## src/csrl_pkg.sv

```systemverilog
package csrl_pkg;

  // work mode codes of an input transaction
  localparam logic [1:0] MODE_OTHER  = 2'd0;
  localparam logic [1:0] MODE_CHG    = 2'd1;
  localparam logic [1:0] MODE_DIS    = 2'd2;
  localparam logic [1:0] MODE_UNUSED = 2'd3;

  typedef enum logic [2:0] {
    KIND_VSET = 3'd0,
    KIND_ISET = 3'd1,
    KIND_ON   = 3'd2,
    KIND_OFF  = 3'd3,
    KIND_DIS  = 3'd4,
    KIND_CHG  = 3'd5
  } kind_t;

  typedef enum logic [2:0] {
    REG_MAX_V  = 3'd0,
    REG_MIN_V  = 3'd1,
    REG_MAX_I  = 3'd2,
    REG_MIN_I  = 3'd3,
    REG_I_CAP  = 3'd4,
    REG_MAX_P  = 3'd5,
    REG_V_RAT  = 3'd6
  } reg_idx_t;

  typedef enum logic [3:0] {
    ST_IDLE,
    ST_SHARE,   // ceiling share division
    ST_SCALE_M, // meas * ratio (serial multiply)
    ST_SCALE_D, // / 1000
    ST_PLIM,    // power / scaled voltage
    ST_DISQ,    // power / (meas*100)
    ST_FINISH,
    ST_EMIT
  } state_t;

  typedef struct packed {
    logic        enable;
    logic [15:0] need_voltage;
    logic [15:0] need_current;
    logic [1:0]  work_mode;
    logic [6:0]  valid_modules;
    logic [15:0] measured_voltage;
    logic        module_dir_high;
    logic        car_limit;
  } in_item_t;

  typedef struct packed {
    logic [2:0]  command_kind;
    logic [22:0] command_value;
    logic        last;
  } out_item_t;

endpackage

```

## src/charger_setpoint_ramp_limiter.sv

```systemverilog
// channel | dir | handshake           | payload
// in      | in  | in_valid/in_ready   | in_item_t
// out     | out | out_valid/out_ready | out_item_t (3 or 4 per transaction)
// cfg     | in  | cfg_we              | cfg_index, cfg_wdata
// an off tick, or an on tick in mode other or unused, goes from idle straight to
// the finish state before its commands come out; a charge tick runs three 32-step
// restoring divisions and a 16-step shift-add multiply on one datapath (with no
// valid modules, the share division is skipped); a discharge tick runs one division.
// each command leaves only while out_ready is high; the next transaction is
// taken once the last command of the tick has left. reset is synchronous.
module charger_setpoint_ramp_limiter
  import csrl_pkg::*;
(
  input  logic             clk,
  input  logic             rst_n,
  input  logic             in_valid,
  output logic             in_ready,
  input  in_item_t         in_data,
  output logic             out_valid,
  input  logic             out_ready,
  output out_item_t        out_data,
  input  logic             cfg_we,
  input  logic [2:0]       cfg_index,
  input  logic [15:0]      cfg_wdata
);

  localparam logic [22:0] RampStep = 23'd500;
  localparam logic [22:0] DisCap   = 23'd16000;

  logic [15:0] max_v_r, min_v_r, max_i_r, min_i_r, i_cap_r, v_rat_r;
  logic [11:0] max_p_r;
  logic [22:0] vset_r, vset_nxt, iset_r, iset_nxt;

  state_t      st_r, st_nxt;
  in_item_t    it_r;
  logic [15:0] nc_r;         // capped need_current

  // shared bit-serial divider / multiplier datapath
  logic [31:0] q_r, q_nxt;     // dividend shifts out, quotient shifts in
  logic [32:0] rem_r, rem_nxt;
  logic [31:0] dvs_r, dvs_nxt;
  logic [5:0]  cnt_r, cnt_nxt;
  logic [31:0] t_r, t_nxt;     // share candidate
  logic [31:0] sv_r, sv_nxt;   // scaled voltage / product

  logic [2:0]  ocnt_r, ocnt_nxt;
  logic [2:0]  onum_r, onum_nxt;
  kind_t       k2_r, k2_nxt, k3_r, k3_nxt;

  logic [32:0] rem_sh;
  logic [32:0] rem_sub;
  logic        dstep_done;
  logic [31:0] pw;
  logic [22:0] mxi, mni;
  logic [31:0] t_cl, lim_t, cand, ramp;
  logic        chg, dis;

  assign chg = it_r.work_mode == MODE_CHG;
  assign dis = it_r.work_mode == MODE_DIS;
  assign pw  = 32'(max_p_r) * 32'd1000000;
  assign mxi = 23'(max_i_r) * 23'd100;
  assign mni = 23'(min_i_r) * 23'd100;

  // one restoring step
  assign rem_sh     = {rem_r[31:0], q_r[31]};
  assign rem_sub    = rem_sh - {1'b0, dvs_r};
  assign dstep_done = cnt_r == 6'd31;

  function automatic logic [31:0] clamp_i(input logic [31:0] v,
                                          input logic [22:0] hi,
                                          input logic [22:0] lo);
    if (v > 32'(hi)) return 32'(hi);
    if (v < 32'(lo)) return 32'(lo);
    return v;
  endfunction

  // config writes
  always_ff @(posedge clk) begin
    if (!rst_n) begin
      max_v_r <= 16'd5000; min_v_r <= 16'd2000;
      max_i_r <= 16'd100;  min_i_r <= 16'd5;
      i_cap_r <= 16'd2000; max_p_r <= 12'd30; v_rat_r <= 16'd1000;
    end else if (cfg_we) begin
      case (cfg_index)
        REG_MAX_V: max_v_r <= cfg_wdata;
        REG_MIN_V: min_v_r <= cfg_wdata;
        REG_MAX_I: max_i_r <= cfg_wdata;
        REG_MIN_I: min_i_r <= cfg_wdata;
        REG_I_CAP: i_cap_r <= cfg_wdata;
        REG_MAX_P: max_p_r <= cfg_wdata[11:0];
        REG_V_RAT: v_rat_r <= cfg_wdata;
        default: ;
      endcase
    end
  end

  // next state
  always_comb begin
    st_nxt = st_r;
    case (st_r)
      ST_IDLE: if (in_valid) begin
        if (!in_data.enable || !(in_data.work_mode inside {MODE_CHG, MODE_DIS}))
          st_nxt = ST_FINISH;
        else if (in_data.work_mode == MODE_DIS)
          st_nxt = ST_DISQ;
        else if (in_data.valid_modules != 7'd0)
          st_nxt = ST_SHARE;
        else
          st_nxt = ST_SCALE_M;
      end
      ST_SHARE:   if (dstep_done) st_nxt = ST_SCALE_M;
      ST_SCALE_M: if (cnt_r == 6'd15) st_nxt = ST_SCALE_D;
      ST_SCALE_D: if (dstep_done) st_nxt = ST_PLIM;
      ST_PLIM:    if (dstep_done) st_nxt = ST_FINISH;
      ST_DISQ:    if (dstep_done) st_nxt = ST_FINISH;
      ST_FINISH:  st_nxt = ST_EMIT;
      ST_EMIT:    if (out_ready && ocnt_r == onum_r - 3'd1) st_nxt = ST_IDLE;
      default:    st_nxt = ST_IDLE;
    endcase
  end

  // datapath
  always_comb begin
    logic [15:0] nc_in;
    logic [31:0] v16;
    logic [31:0] q32;
    logic [31:0] c;
    q_nxt = q_r; rem_nxt = rem_r; dvs_nxt = dvs_r; cnt_nxt = cnt_r;
    t_nxt = t_r; sv_nxt = sv_r; vset_nxt = vset_r; iset_nxt = iset_r;
    ocnt_nxt = ocnt_r; onum_nxt = onum_r; k2_nxt = k2_r; k3_nxt = k3_r;
    nc_in = (in_data.need_current > i_cap_r) ? i_cap_r : in_data.need_current;
    v16 = '0; q32 = '0; c = '0;
    t_cl = '0; lim_t = '0; cand = '0; ramp = '0;
    if (st_r inside {ST_SHARE, ST_SCALE_D, ST_PLIM, ST_DISQ}) begin
      cnt_nxt = cnt_r + 6'd1;
      if (!rem_sub[32]) begin
        rem_nxt = rem_sub; q_nxt = {q_r[30:0], 1'b1};
      end else begin
        rem_nxt = rem_sh;  q_nxt = {q_r[30:0], 1'b0};
      end
    end
    case (st_r)
      ST_IDLE: if (in_valid) begin
        cnt_nxt = '0; rem_nxt = '0;
        ocnt_nxt = '0;
        if (in_data.enable && in_data.work_mode == MODE_DIS) begin
          q_nxt   = pw;
          dvs_nxt = 32'(in_data.measured_voltage) * 32'd100;
        end else begin
          q_nxt   = 32'(nc_in) * 32'd100 + 32'(in_data.valid_modules) - 32'd1;
          dvs_nxt = 32'(in_data.valid_modules);
        end
        t_nxt = 32'(iset_r);
        sv_nxt = '0;
      end
      ST_SHARE: if (dstep_done) begin
        t_nxt = q_nxt; cnt_nxt = '0;
      end
      ST_SCALE_M: begin
        // shift-add: ratio bit by bit, msb first
        cnt_nxt = cnt_r + 6'd1;
        sv_nxt = (sv_r << 1) +
                 (v_rat_r[4'(15 - cnt_r[3:0])] ? 32'(it_r.measured_voltage) : 32'd0);
        if (cnt_r == 6'd15) begin
          cnt_nxt = '0; rem_nxt = '0;
          q_nxt = sv_nxt; dvs_nxt = 32'd1000;
        end
      end
      ST_SCALE_D: if (dstep_done) begin
        v16 = {16'd0, q_nxt[15:0]};
        if (v16 == 32'd0) v16 = 32'd1;
        cnt_nxt = '0; rem_nxt = '0; q_nxt = pw; dvs_nxt = v16;
      end
      ST_PLIM: if (dstep_done) begin
        t_cl  = clamp_i(t_r, mxi, mni);
        lim_t = (t_cl > q_nxt) ? q_nxt : t_cl;
        if (lim_t <= 32'(iset_r)) cand = lim_t;
        else begin
          ramp = 32'(iset_r) + 32'(RampStep);
          cand = (ramp >= lim_t) ? lim_t : ramp;
        end
        iset_nxt = 23'(clamp_i(cand, mxi, mni));
        if (it_r.need_voltage > max_v_r) vset_nxt = 23'(32'(max_v_r) * 32'd100);
        else if (it_r.need_voltage > min_v_r) vset_nxt = 23'(32'(it_r.need_voltage) * 32'd100);
        else vset_nxt = 23'(32'(min_v_r) * 32'd100);
      end
      ST_DISQ: if (dstep_done) begin
        q32 = (dvs_r == 32'd0) ? 32'hFFFF_FFFF : q_nxt;
        // q*100 capped: anything above DisCap saturates anyway
        c = (q32 > 32'd160) ? 32'd16001 : q32 * 32'd100;
        if (it_r.car_limit && c >= 32'(nc_r) * 32'd100) c = 32'(nc_r) * 32'd100;
        if (c > 32'(DisCap)) c = 32'(DisCap);
        iset_nxt = 23'(c);
        vset_nxt = 23'(dvs_r);
      end
      ST_FINISH: begin
        if (it_r.enable) begin
          onum_nxt = 3'd3;
          k2_nxt = ((it_r.module_dir_high && dis) || (!it_r.module_dir_high && chg)) ?
                   KIND_ON : (dis ? KIND_DIS : KIND_CHG);
        end else begin
          k2_nxt = KIND_OFF;
          k3_nxt = dis ? KIND_DIS : KIND_CHG;
          onum_nxt = ((!it_r.module_dir_high && dis) || (it_r.module_dir_high && chg)) ?
                     3'd4 : 3'd3;
        end
      end
      ST_EMIT: if (out_ready) ocnt_nxt = ocnt_r + 3'd1;
      default: ;
    endcase
  end

  always_ff @(posedge clk) begin
    if (!rst_n) begin
      st_r <= ST_IDLE; vset_r <= '0; iset_r <= '0; ocnt_r <= '0; onum_r <= '0;
    end else begin
      st_r <= st_nxt; vset_r <= vset_nxt; iset_r <= iset_nxt;
      ocnt_r <= ocnt_nxt; onum_r <= onum_nxt;
    end
  end

  always_ff @(posedge clk) begin
    q_r <= q_nxt; rem_r <= rem_nxt; dvs_r <= dvs_nxt; cnt_r <= cnt_nxt;
    t_r <= t_nxt; sv_r <= sv_nxt; k2_r <= k2_nxt; k3_r <= k3_nxt;
    if (st_r == ST_IDLE && in_valid) begin
      it_r <= in_data;
      nc_r <= (in_data.need_current > i_cap_r) ? i_cap_r : in_data.need_current;
    end
  end

  // outputs
  always_comb begin
    in_ready  = st_r == ST_IDLE;
    out_valid = st_r == ST_EMIT;
    out_data  = '0;
    out_data.last = ocnt_r == onum_r - 3'd1;
    case (ocnt_r)
      3'd0: begin
        out_data.command_kind  = KIND_VSET;
        out_data.command_value = it_r.enable ? vset_r : '0;
      end
      3'd1: begin
        out_data.command_kind  = KIND_ISET;
        out_data.command_value = it_r.enable ? iset_r : '0;
      end
      3'd2: out_data.command_kind = k2_r;
      default: out_data.command_kind = k3_r;
    endcase
  end

`ifndef SYNTHESIS
  a_no_overlap: assert property (@(posedge clk) disable iff (!rst_n)
    !(in_ready && out_valid)) else $error("input taken while emitting");
  a_last_ends: assert property (@(posedge clk) disable iff (!rst_n)
    out_valid && out_ready && out_data.last |=> in_ready)
    else $error("tick did not end after last");
  a_cnt_range: assert property (@(posedge clk) disable iff (!rst_n)
    out_valid |-> ocnt_r < onum_r) else $error("command count overrun");
`endif

endmodule

```

## config.mk

```make
export PLATFORM = sky130hd
export DESIGN_NAME = charger_setpoint_ramp_limiter
export DESIGN_NICKNAME = d
export VERILOG_FILES = /design/src/csrl_pkg.sv /design/src/charger_setpoint_ramp_limiter.sv
export SDC_FILE = /design/constraint.sdc
export NUM_CORES = 2
export LEC_CHECK = 0
export BUFFER_PORTS_ARGS = -buffer_cell sky130_fd_sc_hd__buf_2
export CAP_MARGIN = 40
export CORE_MARGIN = 2
export CORE_UTILIZATION = 59
export CTS_BUF_LIST = sky130_fd_sc_hd__clkbuf_4
export DETAILED_ROUTE_END_ITERATION = 12
export PLACE_DENSITY_LB_ADDON = 0.12
export REMOVE_ABC_BUFFERS = 1
export SLEW_MARGIN = 15
export SYNTH_ARGS = -nofsm -noshare
export SYNTH_HDL_FRONTEND = slang
export SYNTH_SLANG_ARGS = --single-unit
```

## constraint.sdc

```tcl
create_clock -name clk -period 18.2 [get_ports clk]
set_input_delay 0.91 -clock clk [delete_from_list [all_inputs] [get_ports clk]]
set_output_delay 0.91 -clock clk [all_outputs]
set_load 0.01 [all_outputs]
```

# --- Word level (Yosys, flattened, before mapping) ---
# Cells that the tools add are included.
totals:
  latch_bits: 0
  in_bits: 84
  regBits: 389
  ramBits: 0
  n_memories: 0
  word_cells: 234
  out_inout_bits: 29
  mem_bits_ro: 0
op_classes:
  div: 0
  eq_ne: 31
  mul: 10
  addsub: 9
  n_mux: 97
  magnitude_cmp: 14
  shifts: 0
  reduce_logical: 44
  n_bitwise: 1
op_table:
  columns: ["cell", "count"]
  rows:
  - ["two-way mux 32 bit", 26]
  - ["two-way mux 23 bit", 14]
  - ["case mux 32 bit (3 select lines)", 2]
  - ["multiplier 16 x 5 -> 21 bit (second input constant)", 8]
  - ["two-way mux 33 bit", 5]
  - ["case mux 23 bit (2 select lines)", 3]
  - ["case mux 33 bit (3 select lines)", 1]
  - ["> comparator 32 x 23 -> 1 bit", 2]
  - ["less-than comparator 32 x 23 -> 1 bit", 2]
  - ["case mux 32 bit (2 select lines)", 1]
  - ["case mux 31 bit (2 select lines)", 1]
  - ["> comparator 16 bit", 3]
  - ["two-way mux 16 bit", 3]
  - ["subtractor 33 x 32 -> 33 bit", 1]
  - ["adder 32 x 16 -> 32 bit", 1]
  - [">= comparator 24 x 32 -> 1 bit", 1]
  - [">= comparator 32 x 23 -> 1 bit", 1]
  - ["> comparator 32 x 14 -> 1 bit (second input constant)", 1]
  - ["> comparator 32 bit", 1]
  - ["> comparator 32 x 8 -> 1 bit (second input constant)", 1]
  - ["less-or-equal comparator 32 x 23 -> 1 bit", 1]
  - ["zero test 32 bit", 1]
  - ["multiplier 32 x 5 -> 30 bit (second input constant)", 1]
  - ["two-way mux 31 bit", 1]
  - ["48 further kinds", 124]

# --- Depth between registers and ports, before layout ---
depth:
  word_depth: 30
  depth_mapped: 76
  ltp_nobuf: 69

# --- Worst setup path after synthesis ---
# No wires, ideal clock.
synth_timing:
  path_type: "flip-flop to flip-flop"
  from: "register max_i_r[8]"
  to: "register iset_r[4]"
  period_less_slack_ps: 13967
  setup_ps: 59
  path_buffers: 7
  stages_incl_launch_ff: 72
  arrival_time_ps: 13908
  required_time_ps: 18141
  setup_slack_ps: 4233
  path_cell_list: "dfxtp_1 ha_1 ha_1 inv_1 fa_1 inv_1 ha_1 a21o_1 a21o_1 a21oi_2 a21oi_1 o21a_1 o21ai_0 nand2b_1 a21o_1 a21oi_1 xor2_1 ha_1 [... 36 more ...] nor2_1 a21oi_1 ha_1 a21o_1 a21oi_1 nor2b_1 o21ai_0 nand2b_1 a21oi_1 o211ai_1 a21o_1 a211oi_1 a21oi_1 a311o_1 nand4_1 nand2_1 a2111oi_0 o31a_1"
synth_via:
  elab_chain_cells: 24
  word_cells_on_any_way: 33
  cone_classes: "mul: 1; order compare: 6; mux: 26"
synth_lines:
  columns: ["item", "line_no", "text"]
  rows:
  - ["start: declaration", "charger_setpoint_ramp_limiter.sv:30", "logic [15:0] max_v_r, min_v_r, max_i_r, min_i_r, i_cap_r, v_rat_r;"]
  - ["start signal: assignment", "charger_setpoint_ramp_limiter.sv:87", "REG_MAX_I: max_i_r <= cfg_wdata;"]
  - ["multiplier 16 x 5 -> 21 bit (*)", "charger_setpoint_ramp_limiter.sv:61", "assign mxi = 23'(max_i_r) * 23'd100;"]
  - ["> comparator 32 x 23 -> 1 bit", "charger_setpoint_ramp_limiter.sv:72", "if (v > 32'(hi)) return 32'(hi);"]
  - ["two-way mux 1 bit", "charger_setpoint_ramp_limiter.sv:72", null]
  - ["two-way mux 1 bit", "charger_setpoint_ramp_limiter.sv:174", "ST_PLIM: if (dstep_done) begin"]
  - ["two-way mux 1 bit", "charger_setpoint_ramp_limiter.sv:142", "case (st_r)"]
  - ["two-way mux 32 bit", "charger_setpoint_ramp_limiter.sv:73", "if (v < 32'(lo)) return 32'(lo);"]
  - ["two-way mux 32 bit", "charger_setpoint_ramp_limiter.sv:174", null]
  - ["two-way mux 32 bit", "charger_setpoint_ramp_limiter.sv:142", null]
  - ["[... 7 more ...]", null, null]
  - ["less-than comparator 32 x 23 -> 1 bit", "charger_setpoint_ramp_limiter.sv:73", null]
  - ["two-way mux 1 bit (2 in a row)", "charger_setpoint_ramp_limiter.sv:73", null]
  - ["two-way mux 1 bit", "charger_setpoint_ramp_limiter.sv:174", null]
  - ["two-way mux 1 bit", "charger_setpoint_ramp_limiter.sv:142", null]
  - ["two-way mux 23 bit", "charger_setpoint_ramp_limiter.sv:74", "return v;"]
  - ["two-way mux 23 bit (*)", "charger_setpoint_ramp_limiter.sv:73", null]
  - ["two-way mux 23 bit (*)", "charger_setpoint_ramp_limiter.sv:174", null]
  - ["case mux 23 bit (2 select lines) (*)", "charger_setpoint_ramp_limiter.sv:142", null]
  - ["end signal: assignment", "charger_setpoint_ramp_limiter.sv:217", "st_r <= st_nxt; vset_r <= vset_nxt; iset_r <= iset_nxt;"]
  - ["end: declaration", "charger_setpoint_ramp_limiter.sv:32", "logic [22:0] vset_r, vset_nxt, iset_r, iset_nxt;"]
# Every way passes the cells marked *; elsewhere a longest branch is shown, timed or not. The select of a mux whose other input is x is not followed.
# A chain may end at the register's enable or synchronous reset.

# --- Worst setup path after layout ---
layout_timing:
  from: "register max_i_r[3]"
  to: "register iset_r[4]"
# The elaborated chain is that of the path after synthesis.

==> flow_metrics.py <==
metrics = {
    "detailed_routing": {
        "wire_per_inst_um": 21.45,
        "vias_per_cell": 5.940,
        "postRouteAntennaNets": 0,
        "first_iter_violations": 3314,
        "vias": 39080,
        "firstDrtPassIters": 6,
        "wirelength_mm": 141.1,
        "remaining_drc_errors": 0,
    },
    "synthesis": {
        "synth-edff-count": 143,
        "ys_ff_latch": 375,
        "ys_types": 106,
        "seq_area_frac_synth": 0.2002,
        "async_reset_ff_frac": 0,
        "syn_area_per_cell_um2": 8.326,
        "synth_ff_type": "dfxtp_1",
        "synth_cells": 5361,
        "yosys_warnings": 0,
        "syn_area_mm2": 0.04464,
    },
    "global_route": {
        "grt_pass1_wl_mm": 215.3,
        "grt_pass1_vias": 37330,
        "top_usage_layer": "met2",
        "grt_max_degree": 74,
        "grt_use_met1": 0.4875,
        "grt_usage": 0.3592,
        "grt_util_met3": 0.07020,
        "overflow": 0,
        "grt_antenna_before_repair": 5,
        "use_met2": 0.5546,
    },
    "final_layout": {
        "area_growth_pct": 7.369,
        "fillCellCount": 6619,
        "layout_commonest_cell": "inv_1",
        "finalNetCount": 6632,
        "drive_gt1_frac": 0.07990,
        "final_cell_mix": "inv_1, ha_1, nand2_1",
    },
    "die": {
        "die_x_um": 279.1,
        "core-area_mm2": 0.07470,
        "die_h_um": 279.1,
        "initial_core_util": 0.5976,
        "num_io_pins": 113,
        "dieArea_mm2": 0.07787,
        "placementRows": 100,
    },
    "placement": {
        "dp.final_hpwl_mm": 114.0,
        "gp_congestion": 1.021,
        "port_buffers": 112,
    },
    "sta": {
        "fmax_mhz": 61.20,
        "post-route-min-period_ps": 16340,
        "tightest_slew_ps": 941.0,
        "setup_tns_ps": 0,
        "rsz0062_at_grt": "false",
        "skew_ps": 131.7,
        "drv_slew": 0,
        "finalCritPeriodShare": 0.8979,
        "hold_viol_final": 0,
        "max-slew-margin-rel": 0.3660,
        "setup_viol": 0,
    },
    "clock_tree": {
        "root_buffer": "clkbuf_4",
        "clockBufferDepth": 3,
        "clk_latency_ps": 960,
        "cts_buffers": 111,
        "clkTransAtPathRegs_ps": 70,
        "cts_resized": 0,
        "htree_levels": 3,
        "hold_buffers": 0,
        "cts_setup_buffers": 0,
        "cts.sinks": 375,
        "cts_tree": "yes",
    },
    "critical_path": {
        "slowest_stage": "a2111oi_1",
        "crit_top_cell": "a21o_1",
        "required_ps": 19090,
        "max_stage_delay_ps": 630,
        "cp-start-kind": "flop",
        "arrival_ps": 17230,
        "worstSetupPathType": "reg2reg",
        "cp-end-kind": "flop",
        "critPathMaxFanout": 28,
    },
    "run": {
        "max-cap-violations": 0,
    },
    "hold_path": {
        "min_path_type": "in2reg",
    },
    "outcome": {
        "status": "finished, final reports clean",
    },
}
==> layer usage <==
metal  up-vias  wire length (um)  share of wire
li1      18930                 -              -
met1     18350             62570           0.44
met2      1466             60620           0.43
met3       321             11510          0.082
met4         8              6349          0.045
met5         -                53        0.00038
==> logic make-up after synthesis <==
| logic type | count (synthesis) | synth area share |
|---|---|---|
| other | 1 | 0.00008401 |
| XOR/XNOR | 237 | 0.04715 |
| flip-flops | 375 | 0.2002 |
| multiplexers | 127 | 0.03095 |
| buffers and inverters | 1049 | 0.08911 |
| AND/OR/NAND/NOR | 1285 | 0.1341 |
| AO/OA/AOI/OAI | 1246 | 0.1814 |
| adder cells (fa/ha/maj) | 1041 | 0.3169 |
==> cells in the mapped netlist (56+ instances only) <==
library cell / count / share of area
o21ai_0: 213 / 0.024
xor2_1: 79 / 0.016
edfxtp_1: 143 / 0.096
xnor2_1: 156 / 0.031
inv_1: 897 / 0.075
dfxtp_1: 232 / 0.10
nand4_1: 58 / 0.0081
nand2_1: 514 / 0.043
nor2_1: 265 / 0.022
clkbuf_1: 132 / 0.011
nand3_1: 82 / 0.0092
nor3_1: 76 / 0.0085
o211ai_1: 56 / 0.0094
nor2b_1: 64 / 0.0090
o21bai_1: 58 / 0.0098
a21o_1: 122 / 0.021
fa_1: 150 / 0.067
a21oi_1: 403 / 0.045
ha_1: 889 / 0.25
mux2i_1: 93 / 0.021
and2_1: 59 / 0.0083
==> final timing paths <==
| kind | cells after the start | slack, ps | to | from |
|---|---|---|---|---|
| worst min-delay path | 1 | 140 | it_r[1] | in_data[1] |
| worst max-delay path | 64 | 1860 | iset_r[4] | max_i_r[3] |
| worst max register to register | 64 | 1860 | iset_r[4] | max_i_r[3] |
| worst min register to register | 2 | 460 | v_rat_r[1] | v_rat_r[1] |
==> stage by stage <==
| step | hold WS [ps] | util | std cells | area (um2) | setup slack (ps) |
|---|---|---|---|---|---|
| 2_1_floorplan | 433.1 | - | 5221 | 44070 | 4548 |
| 3_3_place_gp | 438.8 | 0.6191 | 6347 | 46250 | 2069 |
| 3_5_place_dp | 447.9 | 0.6213 | 6362 | 46410 | 2151 |
| 4_1_cts | 79.50 | 0.6410 | 6573 | 47880 | 2046 |
| 5_1_grt | 118.5 | 0.6416 | 6577 | 47920 | 759.5 |
| 6_report | 143.8 | 0.6416 | 6578 | 47930 | 1859 |
==> area by class of cell <==
| type | instances | area, um2 | area share |
|---|---|---|---|
| Inverter | 901 | 3383 | 0.07059 |
| Clock inverter | 48 | 249.0 | 0.005195 |
| Clock buffer | 163 | 1224 | 0.02553 |
| Tap cell | 969 | 1212 | 0.02530 |
| Sequential cell | 375 | 8939 | 0.1865 |
| Timing Repair Buffer | 175 | 1101 | 0.02297 |
| Multi-Input combinational cell | 3945 | 31810 | 0.6638 |
| Antenna cell | 2 | 5.005 | 0.0001044 |
==> worst max-delay path, delay by kind of cell, from the launching register on <==
family	cells	cell delay (ps)
buf+inv	4	1100
mux	2	660
flops	1	410
xor+xnor	1	390
fa+ha+maj	8	2600
simple gates	13	2860
compound gates	36	8240
==> sequential cells by signal, indices dropped and copies added, names as in the netlist, 16 cells and up <==
| signal | cells |
|---|---|
| min_v_r | 16 |
| q_r | 32 |
| min_i_r | 16 |
| v_rat_r | 16 |
| sv_r | 31 |
| t_r | 32 |
| iset_r | 23 |
| rem_r | 32 |
| max_v_r | 16 |
| dvs_r | 23 |
| nc_r | 16 |
| vset_r | 23 |
| max_i_r | 16 |
| i_cap_r | 16 |
| it_r | 37 |
Power is not shown: default switching activity piles up to over one toggle a cycle in this logic, so the estimate is an artifact.
